--- config.mk ---
export PLATFORM = sky130hd
export DESIGN_NAME = kwnrm_lane_ram
export DESIGN_NICKNAME = d
export VERILOG_FILES = /design/src/rtl/kwnrm_lane_ram.sv
export SDC_FILE = /design/constraint.sdc
export NUM_CORES = 2
export LEC_CHECK = 0
export BUFFER_PORTS_ARGS = -buffer_cell sky130_fd_sc_hd__buf_2
export CORE_ASPECT_RATIO = 1.5
export CORE_MARGIN = 3
export CORE_UTILIZATION = 41
export CTS_BUF_LIST = sky130_fd_sc_hd__clkbuf_16
export DETAILED_ROUTE_END_ITERATION = 10
export GPL_ROUTABILITY_DRIVEN = 0
export SETUP_SLACK_MARGIN = 0.15
export SYNTH_ARGS = -nofsm -noshare
export SYNTH_HDL_FRONTEND = slang
export SYNTH_SLANG_ARGS = --single-unit
--- constraint.sdc ---
create_clock -name clk -period 10.25 [get_ports clk]
set_clock_uncertainty 0.2 [all_clocks]
set_input_delay 2.05 -clock clk [delete_from_list [all_inputs] [get_ports clk]]
set_output_delay 2.05 -clock clk [all_outputs]
set_load 0.01 [all_outputs]
--- src/rtl/kwnrm_lane_ram.sv ---
// Single-port-write, single-port-read synchronous RAM holding all lane FIFOs.
// Read data is registered; no reset on the array.
module kwnrm_lane_ram #(
	parameter int DATA_W = 32,
	parameter int ADDR_W = 7
) (
	input  logic              clk,
	input  logic              we,
	input  logic [ADDR_W-1:0] waddr,
	input  logic [DATA_W-1:0] wdata,
	input  logic [ADDR_W-1:0] raddr,
	output logic [DATA_W-1:0] rdata
);

	logic [DATA_W-1:0] mem [2**ADDR_W];

	// Write port
	always_ff @(posedge clk) begin
		if (we) begin
			mem[waddr] <= wdata;
		end
	end

	// Registered read port
	always_ff @(posedge clk) begin
		rdata <= mem[raddr];
	end

endmodule

# Word-level counts from Yosys, hierarchy flattened
# Memories as Yosys holds them, arrays and structs flattened. A register that Yosys moved wholly into a read port is not among the register bits.
# Index checks and enable logic that the tools add are counted.
# op_classes
n_mux	2
# op_table
cell	count
1-bit two-way mux	2
# totals
regBits	0
ram_bits	4096
input_bits	48
n_memories	1
# mem_list
memory	words	width	read_ports	rd_ports_with_merged_regs	wr	line_no	rtl
mem	128	32	1	1	1	15	logic [DATA_W-1:0] mem [2**ADDR_W];

# Longest topological paths before layout
# depth
depth_word	2
depth_mapped	8
depth_no_buf	4

# Worst setup path before layout
# OpenSTA, ideal clock, no wires.
# synth_path
path_type	input to register
start	input we
end	memory mem[98][0], enable pin
setup_ns	0.461
arrival_ns	4.828
setup_slack_ns	4.761
stages	3
n_path_buf	1
path_cell_list	clkbuf_1 nand4_1 nor3_1
# synth_between
elab_chain_len	2
# synth_rtl
element	line_no	rtl
from (decl)	8	input logic we,
1-bit two-way mux	19	if (we) begin
1-bit two-way mux (not written as such)	20	mem[waddr] <= wdata;
to (decl)	15	
# Every way passes these cells.

==> flow_summary.ini <==
[setup_path]
cp.required_ns = 10.85
endpoint_kind = register
worst-setup-path-type = input pin to register
path_max_fanout = 92
critical_path_arrival_ns = 6.04
cp-start-kind = input pin

[place]
port-buffer-count = 79
dpl.hpwl_mm = 238

[pwr]
powerDensity_nw_per_um2 = 192
total_power_mw = 33.8
peakVddDrop_v = 0.000140
p_leak_nw = 53.3

[global_route]
grt_util_all_layers_pct = 22.4
grt_overflow = 0
antenna_found_initial = 89
grt_pass1_vias = 71878
grt_pass1_wl_mm = 599
grt_max_degree = 132

[logic_synthesis]
ys_warn_count = 0
synth_edf_count = 4096
synth_area_leaders = edfxtp_1 (79%), mux4_2 (19%), clkbuf_1 (0.44%), dfxtp_1 (0.41%), nor2_1 (0.29%)
syn_inst = 5990
yosysTopAreaCellShare_pct = 78.7
synth.most_common_cell = edfxtp_1
yosysSeqAreaShare_pct = 79.1
synth.largest_area_cell = edfxtp_1
synth.distinct_cells = 17
synth_fp_nets = 6038
ys.flop_type = edfxtp_1
synth_common_cells = edfxtp_1 (4096), mux4_2 (1344), clkbuf_1 (182)
syn_area_per_cell_um2 = 26.1
synthArstFlopShare_pct = 0
ys_ff_latch = 4128
syn-cell-area_um2 = 156000

[timing]
finalHoldViolCount = 0
hold_ws_ns = 0.927
relSlewSlack_pct = 6.43
rsz0062_at_grt = no
fin_crit_ns = 5.44
setup_viol_count_final = 0
worstMarginPinSlew_ns = 1.40
setup_tns_ns = 0
fin_crit_sh_pct = 53.1
drv_slew = 0
fmax_ghz = 0.184

[cts]
insertion_delay_ns = 0.96
postCtsHoldBufs = 0
cts.sinks = 4128
root_buffer = clkbuf_16
cts_buffers = 361
post-cts-setup-buffers = 0
cts.clk_slew.worst_paths_ns = 0.07
cts_tree = done
cts_buffer_depth = 4
cts_resized = 0
htree_levels = 5

[routing]
dr.pass1.iters = 5
drc_errors = 0
vias_per_cell = 5.89
drt-total-wl_mm = 433
drt_iter0_markers = 9499
detail-route-antenna-nets = 0
via_count = 70034
wire_per_inst_um = 36.4

[run]
max_cap_viol_count = 0

[outcome]
status = finished clean

[die]
boundaryPins = 80
fp.dieH_um = 762
fp.dieW_um = 510
start_util_pct = 41.2
core_um2 = 380000
placementRows = 277
die_area_um2 = 389000

[final_layout]
nets = 6384
layout-drive-gt1-share_pct = 34.5
areaGrowthSynthToFinish_pct = 12.9
n_fill_cell = 30526

[min_path]
hold_path.class = register to register
## layer usage
metal / vias up / GRT usage [%] / wire length [um]
met2: 2920 / 38.4 / 227000
li1: 27253 / - / -
met3: 626 / 3.12 / 28000
met1: 39211 / 27.5 / 154000
met5: - / 0 / 149
met4: 24 / 11.8 / 24000
## through the flow
step                instances  setup slack [ns]  area (um2)  utilization [%]
global route            11870              4.64      176000             46.5
global placement        10995              3.79      165000             43.4
detailed placement      10995              3.77      165000             43.4
CTS                     11646              4.79      176000             46.3
finish                  11892              4.81      176000             46.5
floorplan                5990              4.76      156000                -
## placed cells by master, fill, tap and decap left out, drive strengths merged
| cell | n |
|---|---|
| buf | 299 |
| bufinv | 28 |
| clkbuf | 366 |
| clkinv | 152 |
| clkinvlp | 9 |
| dfxtp | 32 |
| diode | 246 |
| edfxtp | 4096 |
| inv | 96 |
| mux2 | 32 |
| mux4 | 1344 |
| nand2 | 14 |
| nand2b | 2 |
| nand3 | 12 |
| nand4 | 3 |
| nor2 | 122 |
| nor2b | 7 |
| nor3 | 9 |
| or3 | 1 |
## layout make-up
cell class                 instances  area (um2)  share of cell area [%]
clock inverter                   285        2130                    1.21
tap                             5022        6280                    3.56
multi-input combinational       1546       32300                    18.3
clock buffer                     366        9160                    5.19
antenna                          246         616                   0.349
timing repair buffer             299        2360                    1.34
sequential                      4128      124000                    70.1
## worst max-delay path, cell delays in order
cell and delay [ns]:
buf_12 0.48, buf_4 0.49, buf_4 0.61, mux4_2 0.58
mux4_2 0.70, mux4_2 0.56, mux2_2 0.29
## final timing paths
| path | depth (start not counted) | to | from | slack, ns |
|---|---|---|---|---|
| setup reg to reg | 4 | rdata[26] | mem[23][26] | 7.34 |
| setup / recovery | 7 | rdata[0] | raddr[0] | 4.81 |
| hold / removal | 4 | rdata[14] | mem[33][14] | 0.93 |
| hold reg to reg | 4 | rdata[14] | mem[33][14] | 0.93 |
## flip-flops by register name (all words and copies together) (netlist names)
register / cells
mem: 4096
rdata: 32
## power by group
part	leakage [nW]	internal, mW	switching [mW]	total (mW)
clock network	5.86	7.21	6.06	13.3
logic	10.4	0.667	1.16	1.83
registers	37.1	18.6	0.0793	18.7
total	53.3	26.5	7.30	33.8
## kinds of logic (layout without fill, tap and decap cells)
| group | count (synthesis) | count (layout) | synth area share (%) |
|---|---|---|---|
| DFF | 4128 | 4128 | 79.1 |
| muxes | 1376 | 1376 | 19.6 |
| and+or+nand+nor | 170 | 170 | 0.446 |
| other | 0 | 246 | 0 |
| buffers and inverters | 316 | 950 | 0.839 |
No activity file was read; power rests on OpenSTA's default activity.
