**src/rtl/kwnrm_pkg.sv**
```systemverilog
// Shared sizes, codes and types for the k-way natural run merger.
// Used by every module under rtl/ except kwnrm_lane_ram; depends on nothing else.
package kwnrm_pkg;

	// Sizing
	localparam int LANES        = 8;
	localparam int LANE_DEPTH   = 16;
	localparam int KEY_WIDTH    = 32;

	localparam int LANE_W       = $clog2(LANES);
	localparam int LANES_P2     = 1 << LANE_W;
	localparam int PTR_W        = $clog2(LANE_DEPTH);
	localparam int CNT_W        = $clog2(LANE_DEPTH + 1);
	localparam int ADDR_W       = LANE_W + PTR_W;

	// Field widths on the stream ports
	localparam int LANE_FIELD_W = 3;
	localparam int REC_W        = 32;
	localparam int STATUS_W     = 2;
	localparam int IN_PACK_W    = LANE_FIELD_W + REC_W;
	localparam int IN_DATA_W    = ((IN_PACK_W + 7) / 8) * 8;
	localparam int OUT_PACK_W   = STATUS_W + REC_W + LANE_FIELD_W;
	localparam int OUT_DATA_W   = ((OUT_PACK_W + 7) / 8) * 8;

	typedef enum logic [0:0] {
		CMD_PUSH = 1'b0,
		CMD_PULL = 1'b1
	} cmd_t;

	typedef enum logic [STATUS_W-1:0] {
		STAT_OK   = 2'd0,
		STAT_FULL = 2'd1,
		STAT_NONE = 2'd2
	} status_t;

	typedef enum logic [2:0] {
		S_IDLE,
		S_DISPATCH,
		S_OPEN,
		S_OPEN_END,
		S_ARM,
		S_SELECT,
		S_FINISH,
		S_RESP
	} fsm_t;

	// One contender in the minimum search
	typedef struct packed {
		logic                 vld;
		logic [LANE_W-1:0]    lane;
		logic [KEY_WIDTH-1:0] key;
	} cand_t;

	// Advance a lane pointer with wrap at the lane depth
	function automatic logic [PTR_W-1:0] ptr_inc(input logic [PTR_W-1:0] p);
		logic [PTR_W-1:0] r;
		if (p == PTR_W'(LANE_DEPTH - 1)) begin
			r = '0;
		end else begin
			r = p + PTR_W'(1);
		end
		return r;
	endfunction

endpackage

```
**src/rtl/kwnrm_min_sel.sv**
```systemverilog
// Registered minimum search over the lane head registers.
// Binary tree, lower lane wins ties; depends on kwnrm_pkg.
module kwnrm_min_sel
	import kwnrm_pkg::*;
(
	input  logic                 clk,
	input  logic                 arst_n,
	input  logic [KEY_WIDTH-1:0] head_key [LANES],
	input  logic [LANES-1:0]     head_active,
	output cand_t                best_s1
);

	cand_t node [2*LANES_P2-1];

	// Keep a valid left child unless the right one is valid and strictly smaller
	function automatic cand_t pick(input cand_t l, input cand_t r);
		cand_t w;
		if (l.vld && (!r.vld || l.key <= r.key)) begin
			w = l;
		end else begin
			w = r;
		end
		return w;
	endfunction

	// Leaves: one per lane, padding leaves never win
	for (genvar i = 0; i < LANES_P2; i++) begin : g_leaf
		if (i < LANES) begin : g_real
			assign node[LANES_P2-1+i] = '{vld: head_active[i], lane: LANE_W'(i),
				key: head_key[i]};
		end else begin : g_pad
			assign node[LANES_P2-1+i] = '{vld: 1'b0, lane: LANE_W'(i), key: '0};
		end
	end

	// Internal nodes
	for (genvar n = 0; n < LANES_P2 - 1; n++) begin : g_node
		assign node[n] = pick(node[2*n+1], node[2*n+2]);
	end

	// Register the winner
	always_ff @(posedge clk or negedge arst_n) begin
		if (!arst_n) begin
			best_s1 <= '0;
		end else begin
			best_s1 <= node[0];
		end
	end

endmodule

```
**config.mk**
```make
export PLATFORM = sky130hd
export DESIGN_NAME = kwnrm_min_sel
export DESIGN_NICKNAME = d
export VERILOG_FILES = /design/src/rtl/kwnrm_pkg.sv /design/src/rtl/kwnrm_min_sel.sv
export SDC_FILE = /design/constraint.sdc
export NUM_CORES = 1
export LEC_CHECK = 0
export ABC_AREA = 1
export BUFFER_PORTS_ARGS = -buffer_cell sky130_fd_sc_hd__buf_2
export CAP_MARGIN = 20
export CORE_ASPECT_RATIO = 0.6
export CORE_MARGIN = 10
export CORE_UTILIZATION = 43
export CTS_CLUSTER_SIZE = 12
export DETAILED_ROUTE_END_ITERATION = 8
export GPL_TIMING_DRIVEN = 1
export PLACE_DENSITY = 0.71
export SKIP_CTS_REPAIR_TIMING = 1
export SYNTH_ARGS = -nofsm -noshare
export SYNTH_HDL_FRONTEND = slang
export SYNTH_SLANG_ARGS = --single-unit
```
**constraint.sdc**
```tcl
create_clock -name clk -period 0.8 [get_ports clk]
set_input_delay 0.08 -clock clk [delete_from_list [all_inputs] [get_ports clk]]
set_output_delay 0.08 -clock clk [all_outputs]
set_load 0.02 [all_outputs]
```
**After elaboration in Yosys (flattened, before gate mapping)**

Index checks and enable logic that the tools add are counted.
Widths: inputs -> output; s select.

- $lt $le $gt $ge: 7
- Mux-type cells: 7
- Reductions and logical operators: 21

Operators with widths:

| kind | count |
|---|---|
| $mux 36 | 7 |
| $le 32x32->1 | 7 |
| $logic_and 1x1->1 | 7 |
| $logic_not 1->1 | 7 |
| $logic_or 1x1->1 | 7 |

- Bits in registers: 36
- Input port bits: 266
- Logic and storage cells: 38

**Longest topological paths before layout**

- Word-level depth: 12
- Gate-level depth with buffers: 51
- Gate-level depth less buffers: 48

**Least setup slack after synthesis**

No wires, ideal clock.

- Path kind: input to register
- From: in head_key[135] (netlist name)
- To: reg best_s1[10] (netlist name)
- Setup time: 65 ps
- Data arrival time: 4308 ps
- Slack: -3573 ps
- Cell stages on the path: 38
- Cells stage by stage: inv_1 ha_1 a21o_1 nor2_1 nand2_1 nand2_1 nand2_1 nand2_1 nand2_1 nand2_2 buf_2 nand3_1 and2_1 ha_1 nand2_1 nor2_2 nand2_2 nor4_4 [... 2 more ...] nand2_2 o21ai_4 buf_6 nand3_1 and2_1 ha_1 nand2_1 nor2_1 and2_1 inv_1 nor3_2 a41oi_1 nand2_1 nand2_4 inv_2 buf_2 nand3_1 nand2_1

RTL lines:

| item | line | text |
|---|---|---|
| start: declaration | kwnrm_min_sel.sv:8 | `input logic [KEY_WIDTH-1:0] head_key [LANES],` |
| end signal: assignment | kwnrm_min_sel.sv:46 | `best_s1 <= node[0];` |
| end: declaration | kwnrm_min_sel.sv:10 | `output cand_t best_s1` |

==> results.yml <==
cells_and_area:
  largestRegisters: "best_s1 (36)"
  final_common_cell: "buf_4"
  area.growth.synth_to_final_pct: 93.36
  largest_register: "best_s1"
  final_cell_mix: "589 x buf_4, 432 x nand2_1, 257 x nand3_1"
  largest_reg_flops: 36
  nets: 3088
  drive_above_1_share_pct: 50.85
worst_setup_path:
  path_buf_inv: 8
  required_ns: 0.98
  crit_fanout: 14
  cp_top_family: "simple AND/OR/NAND/NOR gates"
  cpPeakStageDelay_ns: 0.34
  slowest_stage: "ha_1"
  worstSetupPathType: "primary input to flip-flop"
  end_kind: "flip-flop"
  cp-start-kind: "primary input"
  cp_num_cells: 40
  cp_common_cell: "nand2_1"
  arrival_ns: 5.52
logic_synthesis:
  netlist_area_mm2: 0.01025
  synth_warnings: 0
  avgSynthCellArea_um2: 6.044
  synth_nets: 2186
  synth_ff_type: "dfrtp_1"
  yosys.cell_types.count: 34
  synth_edf_count: 0
  async_flop_share_pct: 100.0
  ys_seq_area_share_pct: 8.788
  ys_seq_elements: 36
  syn-instance-count: 1696
timing:
  rsz0062_at_grt: "true"
  worst_slew_pin_slew_ns: 0.5681
  drv_slew: 0
  slew_headroom_pct: 61.98
  min_period_ns: 5.341
  setup_slack_ns: -4.541
  hold_viol: 0
  hold_slack_ns: 0.2810
  fmax_mhz: 187.2
  setup_viol: 72
  fin_crit_sh_pct: 667.7
route:
  route.vias.total: 16420
  route.met3.wl_um: 6341
  drc: 0
  highest-signal-layer: "met5"
  antenna_left: 0
  viasPerCell: 5.629
  drt_iter0_markers: 1842
  routed_wl_um: 57720
  wl_met2_um: 25690
  routedWlPerCell_um: 19.79
  met1_length_um: 23550
  dr.pass1.iters: 6
pwr:
  ir_drop_mv: 2.472
  seqPwrFrac_pct: 11.9
  combPwrFrac_pct: 81.5
  power_density_mw_per_mm2: 1533
  p_sw_share_pct: 48.42
  netSwitchingPower_uw: 14710
  p_int_uw: 15670
  p_leak_uw: 0.01106
  pwr-share-clk_pct: 6.7
placement:
  dp_hpwl_um: 41910
  portBuffers: 301
  gp_congestion: 0.9680
  dp_slack_ns: -4.731
die:
  dieArea_mm2: 0.03062
  core_mm2: 0.02330
  num_io_pins: 302
  die_x_um: 219.3
  initial_core_util_pct: 44.00
  fp.dieH_um: 139.6
  rows: 43
run_status:
  violations: "negative setup slack"
  status: "finished, violations left"
clock_network:
  cts.sinks: 36
  numCtsBuffers: 5
  path_clk_slew_ns: 0.06
  cts_root_buf: "clkbuf_16"
  htree_levels: 2
  clk_path_buf_depth: 2
  cts_tree: "yes"
global_route:
  grt_overflow_total: 0
  grt_pass1_vias: 14560
  grt_usage_pct: 29.36
  grt_max_degree: 37
  antenna_found_initial: 4
  grt_pass1_wl_um: 73260
min_path:
  hold_start: "head_active[3]"
  hold_depth: 5
  hold-path-endpoint: "best_s1[35]$_DFF_PN0_"
  hold_class: "primary input to flip-flop"
job:
  cap_violations: 0
-- worst max-delay path by stage --
stage	from	endpoint
floorplan	head_key[151]	best_s1[23]$_DFF_PN0_
global placement	head_key[151]	best_s1[11]$_DFF_PN0_
detailed placement	head_key[151]	best_s1[23]$_DFF_PN0_
CTS	head_key[151]	best_s1[23]$_DFF_PN0_
global route	head_key[195]	best_s1[21]$_DFF_PN0_
finish	head_key[207]	best_s1[17]$_DFF_PN0_
-- routing by layer --
| layer | global-route usage [%] | up-vias |
|---|---|---|
| met1 | 39.58 | 7680 |
| met4 | 6.252 | 2 |
| li1 | - | 7476 |
| met2 | 46.88 | 1066 |
| met3 | 6.104 | 196 |
| met5 | 0 | - |
-- synth_stat cells, types with 9 or more instances --
master | n | area share, %
dfrtp_1 | 36 | 8.8
buf_6 | 9 | 0.99
nor2_1 | 66 | 2.4
ha_1 | 224 | 27
o21a_1 | 13 | 0.95
o21ai_0 | 29 | 1.4
a21oi_1 | 110 | 5.4
nand3_1 | 330 | 16
and2_1 | 66 | 4.0
nand2_2 | 9 | 0.55
nand2_1 | 502 | 18
nand4_1 | 13 | 0.79
clkbuf_1 | 9 | 0.33
inv_1 | 209 | 7.7
buf_2 | 33 | 1.6
-- power by group through the flow --
stage | sequential [µW] | clock [µW] | combinational [µW]
floorplan | 4180 | 0 | 8380
global placement | 3320 | 0 | 17000
detailed placement | 3290 | 0 | 17600
CTS | 3300 | 1970 | 17700
global route | 3610 | 2090 | 26200
finish | 3600 | 2030 | 24800
-- layout make-up --
class / count / area, µm²
Clock buffer: 6 / 128.9
Timing Repair Buffer: 948 / 7338
Sequential cell: 36 / 900.9
Antenna cell: 4 / 10.01
Tap cell: 315 / 394.1
Fill cell: 1386 / 3475
Inverter: 210 / 820.8
Multi-Input combinational cell: 1397 / 10220
Clock inverter: 1 / 5.005
-- kinds of logic (layout without fill, tap and decap cells) --
group / Yosys count / count (layout) / share of synthesized area [%]
adders and majority gates: 224 / 224 / 27.34
buffers and inverters: 268 / 1165 / 11.06
and+or+nand+nor: 1000 / 1004 / 43.71
other: 0 / 4 / 0
AOI/OAI and AO/OA: 168 / 169 / 9.105
DFF: 36 / 36 / 8.788
-- per-stage QoR --
step                setup TNS, ns  instances  instance area (µm²)  util, %  power (µW)
floorplan                 -119.27       1696                10670        -       12550
global placement          -159.50       2859                16900    72.55       20370
detailed placement        -165.19       2859                16900    72.55       20940
CTS                       -159.40       2866                17040    73.12       23010
global route              -167.13       2917                19820    85.09       31920
finish                    -161.57       2917                19820    85.09       30390
No activity file was read; power rests on OpenSTA's default activity.
